### src/rtl/clns_pkg.sv
package clns_pkg;

   // Field widths
   localparam int unsigned TickW  = 20;
   localparam int unsigned ByteW  = 8;
   localparam int unsigned NibW   = 4;
   localparam int unsigned KindW  = 2;
   localparam int unsigned CsrIdxW = 2;

   // Register reset values
   localparam logic [TickW-1:0] SetupReset = 20'd100000;
   localparam logic [TickW-1:0] PulseReset = 20'd50000;

   // Register indexes
   localparam logic [CsrIdxW-1:0] CSR_SETUP = 2'd0;
   localparam logic [CsrIdxW-1:0] CSR_PULSE = 2'd1;

   // Request kinds
   localparam logic [KindW-1:0] KIND_CHAR = 2'd0;
   localparam logic [KindW-1:0] KIND_CMD  = 2'd1;
   localparam logic [KindW-1:0] KIND_INIT = 2'd2;

   localparam logic [ByteW-1:0] NewlineCode = 8'h0A;
   localparam logic [ByteW-1:0] LineTwoCmd  = 8'hC0;

   // Microprogram: seven steps per byte
   localparam int unsigned StepCount = 7;
   localparam int unsigned StepW     = $clog2(StepCount);

   // Initialise-and-clear command list
   localparam int unsigned InitLen = 6;
   localparam int unsigned InitW   = $clog2(InitLen);
   localparam logic [InitW-1:0] InitLast = InitW'(InitLen - 1);

   typedef struct packed {
      logic setup_seg;  // hold previous pins, setup hold time
      logic enable;     // E level
      logic low_nib;    // 0: high nibble, 1: low nibble
      logic end_byte;   // final step of a byte: jump back or finish
   } uword_type;

   function automatic uword_type micro_word(input logic [StepW-1:0] step);
      uword_type w;
      w = '{setup_seg: 1'b0, enable: 1'b0, low_nib: 1'b0, end_byte: 1'b0};
      case (step)
         3'd0: w.setup_seg = 1'b1;
         3'd1: w.enable    = 1'b0;
         3'd2: w.enable    = 1'b1;
         3'd3: w.enable    = 1'b0;
         3'd4: w.low_nib   = 1'b1;
         3'd5: begin
            w.low_nib = 1'b1;
            w.enable  = 1'b1;
         end
         3'd6: begin
            w.low_nib  = 1'b1;
            w.end_byte = 1'b1;
         end
         default: w.end_byte = 1'b1;
      endcase
      return w;
   endfunction

   function automatic logic [ByteW-1:0] init_byte(input logic [InitW-1:0] idx);
      logic [ByteW-1:0] b;
      case (idx)
         3'd0:    b = 8'h33;
         3'd1:    b = 8'h32;
         3'd2:    b = 8'h28;
         3'd3:    b = 8'h0C;
         3'd4:    b = 8'h06;
         3'd5:    b = 8'h01;
         default: b = 8'h01;
      endcase
      return b;
   endfunction

   // A hold register written as zero still holds for one tick
   function automatic logic [TickW-1:0] hold_of(input logic [TickW-1:0] v);
      return (v == '0) ? TickW'(1) : v;
   endfunction

endpackage

### src/rtl/char_lcd_nibble_sequencer.sv
// An accepted request sets busy; busy then loads pin segments into the output register.
// Throughput: one segment per cycle while rsp_stall is low, 7 per byte from the 7-step
//   microprogram; req_stall holds until the last segment is loaded, so the next request is
//   taken only after that; an unused-kind request is swallowed without setting busy.
// Reset (synchronous, active high): setup_ticks 100000, pulse_ticks 50000, previous pin
//   levels zero, sequencer idle, output register empty.
module char_lcd_nibble_sequencer
   import clns_pkg::*;
(
   input  logic               clock,
   input  logic               reset,

   input  logic               req_valid,
   output logic               req_stall,
   input  logic [KindW-1:0]   req_kind,
   input  logic [ByteW-1:0]   req_value,

   output logic               rsp_valid,
   input  logic               rsp_stall,
   output logic               rsp_reg_select,
   output logic               rsp_enable_pin,
   output logic [NibW-1:0]    rsp_nibble,
   output logic [TickW-1:0]   rsp_hold_ticks,
   output logic               rsp_last,

   input  logic               csr_valid,
   output logic               csr_ready,
   input  logic [CsrIdxW-1:0] csr_index,
   input  logic [TickW-1:0]   csr_data
);

   // Configuration registers
   logic [TickW-1:0] setup_ff, setup_in;
   logic [TickW-1:0] pulse_ff, pulse_in;

   // Pin levels left by the last byte sent
   logic            prev_rs_ff, prev_rs_in;
   logic [NibW-1:0] prev_nib_ff, prev_nib_in;

   // Sequencer control
   logic             busy_ff, busy_in;
   logic [StepW-1:0] step_ff, step_in;
   logic             init_ff, init_in;
   logic [InitW-1:0] idx_ff, idx_in;

   // Byte being sent (plain requests) and its RS level
   logic [ByteW-1:0] byte_ff, byte_in;
   logic             rs_ff, rs_in;

   // Output register
   logic             out_valid_ff, out_valid_in;
   logic             out_rs_ff, out_rs_in;
   logic             out_e_ff, out_e_in;
   logic [NibW-1:0]  out_nib_ff, out_nib_in;
   logic [TickW-1:0] out_hold_ff, out_hold_in;
   logic             out_last_ff, out_last_in;

   uword_type        uw;
   logic [ByteW-1:0] cur_byte;
   logic [NibW-1:0]  cur_nib;
   logic             req_accept;
   logic             advance;
   logic             final_byte;

   assign csr_ready = 1'b1;
   assign req_stall = busy_ff;
   assign req_accept = req_valid && !req_stall;

   // Segment goes out when the output register is empty or being drained
   assign advance = busy_ff && (!out_valid_ff || !rsp_stall);

   // Control word for the current step
   assign uw = micro_word(step_ff);

   // The init list is read straight from the command table
   assign cur_byte   = init_ff ? init_byte(idx_ff) : byte_ff;
   assign cur_nib    = uw.low_nib ? cur_byte[NibW-1:0] : cur_byte[ByteW-1:NibW];
   assign final_byte = !init_ff || (idx_ff == InitLast);

   always_comb begin
      setup_in     = setup_ff;
      pulse_in     = pulse_ff;
      prev_rs_in   = prev_rs_ff;
      prev_nib_in  = prev_nib_ff;
      busy_in      = busy_ff;
      step_in      = step_ff;
      init_in      = init_ff;
      idx_in       = idx_ff;
      byte_in      = byte_ff;
      rs_in        = rs_ff;
      out_valid_in = out_valid_ff;
      out_rs_in    = out_rs_ff;
      out_e_in     = out_e_ff;
      out_nib_in   = out_nib_ff;
      out_hold_in  = out_hold_ff;
      out_last_in  = out_last_ff;

      if (csr_valid && csr_ready) begin
         case (csr_index)
            CSR_SETUP: setup_in = csr_data;
            CSR_PULSE: pulse_in = csr_data;
            default:   ;
         endcase
      end

      // Output register drains when taken
      if (out_valid_ff && !rsp_stall) begin
         out_valid_in = 1'b0;
      end

      // New request: load the byte (or select the init list) and restart the microprogram.
      // Unused kind is swallowed.
      if (req_accept) begin
         step_in = '0;
         idx_in  = '0;
         case (req_kind)
            KIND_CHAR: begin
               busy_in = 1'b1;
               init_in = 1'b0;
               if (req_value == NewlineCode) begin
                  byte_in = LineTwoCmd;
                  rs_in   = 1'b0;
               end else begin
                  byte_in = req_value;
                  rs_in   = 1'b1;
               end
            end
            KIND_CMD: begin
               busy_in = 1'b1;
               init_in = 1'b0;
               byte_in = req_value;
               rs_in   = 1'b0;
            end
            KIND_INIT: begin
               busy_in = 1'b1;
               init_in = 1'b1;
               rs_in   = 1'b0;
            end
            default: ;
         endcase
      end

      if (advance) begin
         out_valid_in = 1'b1;
         out_e_in     = uw.enable;
         out_last_in  = uw.end_byte && final_byte;
         if (uw.setup_seg) begin
            out_rs_in   = prev_rs_ff;
            out_nib_in  = prev_nib_ff;
            out_hold_in = hold_of(setup_ff);
         end else begin
            out_rs_in   = rs_ff;
            out_nib_in  = cur_nib;
            out_hold_in = hold_of(pulse_ff);
         end

         if (uw.end_byte) begin
            // Byte done: remember pins, then loop for the next init byte or finish
            prev_rs_in  = rs_ff;
            prev_nib_in = cur_byte[NibW-1:0];
            step_in     = '0;
            if (final_byte) begin
               busy_in = 1'b0;
            end else begin
               idx_in = idx_ff + InitW'(1);
            end
         end else begin
            step_in = step_ff + StepW'(1);
         end
      end
   end

   always_ff @(posedge clock) begin
      if (reset) begin
         setup_ff     <= SetupReset;
         pulse_ff     <= PulseReset;
         prev_rs_ff   <= 1'b0;
         prev_nib_ff  <= '0;
         busy_ff      <= 1'b0;
         step_ff      <= '0;
         init_ff      <= 1'b0;
         idx_ff       <= '0;
         out_valid_ff <= 1'b0;
      end else begin
         setup_ff     <= setup_in;
         pulse_ff     <= pulse_in;
         prev_rs_ff   <= prev_rs_in;
         prev_nib_ff  <= prev_nib_in;
         busy_ff      <= busy_in;
         step_ff      <= step_in;
         init_ff      <= init_in;
         idx_ff       <= idx_in;
         out_valid_ff <= out_valid_in;
      end
   end

   // Payload registers
   always_ff @(posedge clock) begin
      byte_ff     <= byte_in;
      rs_ff       <= rs_in;
      out_rs_ff   <= out_rs_in;
      out_e_ff    <= out_e_in;
      out_nib_ff  <= out_nib_in;
      out_hold_ff <= out_hold_in;
      out_last_ff <= out_last_in;
   end

   assign rsp_valid      = out_valid_ff;
   assign rsp_reg_select = out_rs_ff;
   assign rsp_enable_pin = out_e_ff;
   assign rsp_nibble     = out_nib_ff;
   assign rsp_hold_ticks = out_hold_ff;
   assign rsp_last       = out_last_ff;

endmodule

### config.mk
export PLATFORM = sky130hd
export DESIGN_NAME = char_lcd_nibble_sequencer
export DESIGN_NICKNAME = d
export VERILOG_FILES = /design/src/rtl/clns_pkg.sv /design/src/rtl/char_lcd_nibble_sequencer.sv
export SDC_FILE = /design/constraint.sdc
export NUM_CORES = 1
export LEC_CHECK = 0
export BUFFER_PORTS_ARGS = -buffer_cell sky130_fd_sc_hd__buf_2
export CAP_MARGIN = 20
export CORE_MARGIN = 3
export CORE_UTILIZATION = 40
export DETAILED_ROUTE_END_ITERATION = 12
export SYNTH_ARGS = -nofsm -noshare
export SYNTH_HDL_FRONTEND = slang
export SYNTH_SLANG_ARGS = --single-unit
### constraint.sdc
create_clock -name clock -period 2.5 [get_ports clock]
set_clock_uncertainty 0.1 [all_clocks]
set_input_delay 0.125 -clock clock [delete_from_list [all_inputs] [get_ports clock]]
set_output_delay 0.125 -clock clock [all_outputs]
set_load 0.01 [all_outputs]
### Yosys cells after proc, flatten, opt, wreduce, memory -nomap -nowiden

Index checks and enable logic that the tools add are counted.

| storage, ports and cells | value |
|---|---|
| word-level logic and storage cells | 98 |
| flip-flop bits (word level) | 90 |
| output and inout bits | 30 |
| input port bits | 37 |

| cells by class | value |
|---|---|
| reduce and logical (&&, ||, !) cells | 33 |
| bitwise logic cells | 1 |
| mux-type cells | 31 |
| $add $sub $neg | 2 |
| eq/ne operators | 15 |

Operators with widths:

| kind | number |
|---|---|
| 2-to-1 mux 20 bit | 3 |
| logical NOT 20 bit | 2 |
| one-hot mux 6 bit (5 select lines) | 1 |
| 2-to-1 mux 3 bit | 7 |
| 2-to-1 mux 8 bit | 2 |
| one-hot mux 8 bit (2 select lines) | 1 |
| == test 3 bit, second input constant | 5 |
| 2-to-1 mux 1 bit | 13 |
| == test 3 x 2 -> 1 bit, second input constant | 4 |
| AND reduction 2 bit | 6 |
| nonzero test 2 bit | 5 |
| == test 8 x 4 -> 1 bit, second input constant | 1 |
| 2-to-1 mux 4 bit | 2 |
| adder 3 x 1 -> 3 bit, second input constant | 2 |
| == test 3 x 1 -> 1 bit, second input constant | 2 |
| logical NOT 3 bit | 2 |
| OR reduction 2 bit | 3 |
| OR reduction 3 bit | 2 |
| OR reduction 6 bit | 1 |
| == test 2 x 1 -> 1 bit, second input constant | 2 |
| logical AND 1 bit | 4 |
| logical NOT 1 bit | 4 |
| logical NOT 2 bit | 2 |
| one-hot mux 1 bit (2 select lines) | 2 |
| other kinds (3) | 4 |

### Depth between registers and ports, before layout

| logic depth | value |
|---|---|
| word-level depth | 7 |
| gate-level depth with buffers | 7 |
| mapped depth without buffers | 6 |

### Least setup slack after synthesis

OpenSTA, ideal clock, no wires.

| timing path | value |
|---|---|
| path type | reg-to-reg |
| start | register busy_ff, in the netlist req_stall |
| end | register idx_ff[2] |
| stages on the path, launching flop included | 5 |
| data arrival time | 2.078 ns |
| buffers on the path | 0 |
| data required time | 2.330 ns |
| path slack | 0.252 ns |
| period minus slack after synthesis | 2.248 ns |
| library setup time | 0.070 ns |
| path through | dfxtp_1 a21boi_2 nand4_1 or2_0 a21oi_1 |

| between the ends | value |
|---|---|
| elaborated cells on any way between the ends | 7 |
| those cells by class | mux: 4; reduce/logical: 3 |

RTL lines:

| what | RTL line | source |
|---|---|---|
| from (decl) | char_lcd_nibble_sequencer.sv:41 | `logic busy_ff, busy_in;` |
| from (signal assigned) | char_lcd_nibble_sequencer.sv:189 | `busy_ff <= busy_in;` |
| logical AND 1 bit | char_lcd_nibble_sequencer.sv:70 | `assign advance = busy_ff && (!out_valid_ff \|\| !rsp_stall);` |
| net advance | char_lcd_nibble_sequencer.sv:62 | `logic advance;` |
| 2-to-1 mux 3 bit | char_lcd_nibble_sequencer.sv:143 | `if (advance) begin` |
| to (signal assigned) | char_lcd_nibble_sequencer.sv:192 | `idx_ff <= idx_in;` |
| to (decl) | char_lcd_nibble_sequencer.sv:44 | `logic [InitW-1:0] idx_ff, idx_in;` |

The timed path passes the listed nets, and every way through them passes these cells.
A chain may end at the register's enable or synchronous reset.

### Worst setup path in the final report

| timing path | value |
|---|---|
| start | register step_ff[0] |
| end | register out_nib_ff[0], in the netlist rsp_nibble[0] (data pin) |

| between the ends | value |
|---|---|
| cells in the longest elaborated chain, start to end | 5 |
| elaborated cells on any way between the ends | 9 |
| those cells by class | eq/ne: 3; mux: 4; reduce/logical: 2 |

Ends and longest elaborated chain:

| what | RTL line | source |
|---|---|---|
| from (decl) | char_lcd_nibble_sequencer.sv:42 | `logic [StepW-1:0] step_ff, step_in;` |
| from (signal assigned) | char_lcd_nibble_sequencer.sv:190 | `step_ff <= step_in;` |
| == test 3 bit | clns_pkg.sv:45 | `case (step)` |
| OR reduction 3 bit (no line) | - |  |
| 2-to-1 mux 1 bit | clns_pkg.sv:45 |  |
| 2-to-1 mux 4 bit | char_lcd_nibble_sequencer.sv:77 | `assign cur_nib = uw.low_nib ? cur_byte[NibW-1:0] : cur_byte[ByteW-1:NibW];` |
| 2-to-1 mux 4 bit * | char_lcd_nibble_sequencer.sv:147 | `if (uw.setup_seg) begin` |
| to (signal assigned) | char_lcd_nibble_sequencer.sv:203 | `out_nib_ff <= out_nib_in;` |
| to (decl) | char_lcd_nibble_sequencer.sv:54 | `logic [NibW-1:0] out_nib_ff, out_nib_in;` |

Every way passes the cells marked *; elsewhere a longest branch is shown, timed or not.

==> flow_summary_export.csv <==
group,metric,value,unit
cells_and_area,drive_above_1_share,18.0,%
route,vias,3275,
clocking,cts.sinks,90,
setup_path,crit_chain,"inv_1, ha_1, o31a_1, a2111oi_0, nor3_1",
clocking,cts_buffers,9,
timing,slew-limit-headroom,42.1,%
placement,dpl.cell_count,617,
die,initial_core_util,42.3,%
cells_and_area,final_cell_mix,"nand2_1 (148), buf_2 (65), dfxtp_1 (54), a21oi_1 (38), edfxtp_1 (36)",
yosys,yosysSeqAreaShare,54.1,%
cells_and_area,syn2layout_area_growth,23.0,%
setup_path,cp-end-kind,"flop",
timing,hold_viol,0,
timing,fin_tns_setup,0,ns
timing,drv_slew,0,
pwr,p_total,2980,uW
yosys,syn_area,0.00400,mm^2
placement,dpl.hpwl,6320,um
cells_and_area,antenna_cells,0,
yosys,ys.flop_type,"dfxtp_1",
pwr,pwr-share-seq,55.3,%
pwr,p_switching,827,uW
pwr,power.density,606,mW/mm^2
die,core,0.00946,mm^2
timing,clock.fmax,493,MHz
timing,rsz0062_at_grt,"false",
cells_and_area,finalNetCount,580,
die,placement_rows,35,
clocking,root_buffer,"clkbuf_8",
setup_path,worstSetupPathType,"reg2reg",
clocking,clk_pin_slew_worst_paths,0.11,ns
run_status,status,"complete, no violations",
cells_and_area,design_area,0.00492,mm^2
yosys,synthDistinctLibCells,45,
clocking,cts_max_path_buffers,2,
pwr,pwr-share-comb,12.3,%
die,die-area,0.0112,mm^2
yosys,ys_ff_latch,90,
route,drt_pass1_iterations,5,
clocking,postCtsSetupBuffers,0,
die,io_pins,67,
yosys,postSynthNetCount,496,
pwr,p_int,2150,uW
placement,port_buffers,65,
yosys,yosysWarnings,0,
grt,grt_first_pass_wirelength,15400,um
timing,finalCriticalPeriod,2.03,ns
route,ant_nets,0,
clocking,cts_resized,0,
route,avgViaCountPerCell,4.95,
die,die_width,106,um
route,wire_per_inst,14.0,um
cells_and_area,final_core_util,52.0,%
clocking,ctsHoldBuffers,29,
yosys,synthArstFlopShare,0,%
setup_path,slowest_stage,"a2111oi_0",
yosys,syn-instance-count,444,
timing,post-route-period-util,81.1,%
route,drc,0,
setup_path,cp.required,2.51,ns
route,wl,9290,um
worst_hold_path,min_path_type,"in2reg",
placement,placed_cell_area,0.00444,mm^2
pwr,vdd_drop_max,0.324,mV
cells_and_area,fin_cells,662,
cells_and_area,final_common_cell,"nand2_1",
grt,grt_pass1_vias,3173,
setup_path,cp_data_arrival_time,2.03,ns
clocking,cts_tree,"yes",
route,drt_iter0_drc,229,
pwr,p_leak,0.00203,uW
placement,place.gp.congestion,0.764,
grt,grt_usage,17.1,%
grt,grt_max_degree,40,
grt,gr-total-overflow,0,
timing,tightest_slew,0.868,ns
grt,antenna_found_initial,0,
clocking,htreeDepth,3,
yosys,synth_edf_count,36,
yosys,syn_area_per_cell,9.00,um^2
setup_path,path_max_fanout,7,
pwr,pwr-share-clk,32.4,%
clocking,insertion_delay,0.36,ns
timing,setup_viol,0,
flow_run,cap_violations,0,
setup_path,critical_path.startpoint_type,"flop",
setup_path,critPathMaxStageDelay,0.43,ns
die,die_h,106,um
pwr,swShare,27.8,%
layer usage:
| layer | track usage, % | up-vias | routed length, um |
|---|---|---|---|
| met5 | 0 | - | 0 |
| met4 | 5.64 | 0 | 151 |
| met3 | 3.10 | 15 | 422 |
| met2 | 28.1 | 103 | 4340 |
| met1 | 22.9 | 1496 | 4370 |
| li1 | - | 1661 | - |
cell type report:
cell class	instances	area, um^2
Tap cell	129	161
Timing Repair Buffer	101	668
Multi-Input combinational cell	314	1690
Fill cell	904	4540
Inverter	12	45.0
Sequential cell	90	2160
Clock buffer	9	124
Clock inverter	7	67.6
path summary, 6_finish.rpt:
check	from	end	slack, ns	depth (start not counted)
worst min register to register	setup_ff[12]	setup_ff[12]	0.38	2
worst max-delay path	step_ff[0]	rsp_nibble[0]	0.47	5
worst max register to register	step_ff[0]	rsp_nibble[0]	0.47	5
worst min-delay path	csr_index[0]	setup_ff[18]	0.06	4
cells in the mapped netlist (2+ instances only):
cell | instances | area, um^2
o31a_1 | 2 | 17.5
a21oi_1 | 38 | 190
or2_2 | 2 | 12.5
nor3_1 | 6 | 30.0
buf_2 | 4 | 20.0
or2_0 | 2 | 12.5
and3_1 | 2 | 12.5
nand3_1 | 4 | 20.0
nand2b_1 | 5 | 31.3
inv_1 | 12 | 45.0
a21boi_0 | 2 | 15.0
dfxtp_1 | 54 | 1080
nor4_1 | 10 | 62.6
a31oi_1 | 3 | 18.8
mux2i_1 | 6 | 60.1
nor2_1 | 23 | 86.3
a22oi_1 | 2 | 15.0
nor4b_1 | 4 | 35.0
and2b_1 | 2 | 15.0
clkbuf_1 | 23 | 86.3
nor2b_1 | 4 | 25.0
nand2_1 | 148 | 556
o31ai_1 | 2 | 15.0
ha_1 | 15 | 188
edfxtp_1 | 36 | 1080
nand3b_1 | 14 | 105
power by group through the flow:
stage                     clock network, uW  logic, uW  registers [uW]
final                                   965        366            1650
after global routing                   1050        412            1660
after CTS                               993        370            1650
after detailed placement                  0        333            1680
after global placement                    0        330            1680
after floorplan                           0        188            1690
metrics by stage:
stage                     worst slack, ns  hold WS [ns]
after global routing                0.334        0.0875
final                               0.472        0.0564
after floorplan                     0.252         0.146
after detailed placement            0.489         0.219
after global placement              0.607         0.219
after CTS                           0.493        0.0448
state kept, by name, indices dropped and copies added (netlist names):
register        cells
byte_ff             8
idx_ff              3
init_ff             1
prev_nib_ff         4
prev_rs_ff          1
pulse_ff           20
req_stall           1
rs_ff               1
rsp_enable_pin      1
rsp_hold_ticks     20
rsp_last            1
rsp_nibble          4
rsp_reg_select      1
rsp_valid           1
setup_ff           20
step_ff             3
cells by family after synthesis:
kind of cell | count (synthesis) | share of synthesized area, %
DFF | 90 | 54.1
buffers and inverters | 40 | 3.97
other | 1 | 0.0938
AOI/OAI and AO/OA | 59 | 9.08
adders and majority gates | 15 | 4.69
muxes | 6 | 1.50
and+or+nand+nor | 233 | 26.6
worst max-delay path: cells and delay by family (launching register included):
family,cells,cell delay [ns]
AO/OA/AOI/OAI,2,0.83
flip-flops,1,0.41
adder cells (fa/ha/maj),1,0.27
buffers and inverters,1,0.09
AND/OR/NAND/NOR,1,0.09
No activity file was read; power rests on OpenSTA's default activity.
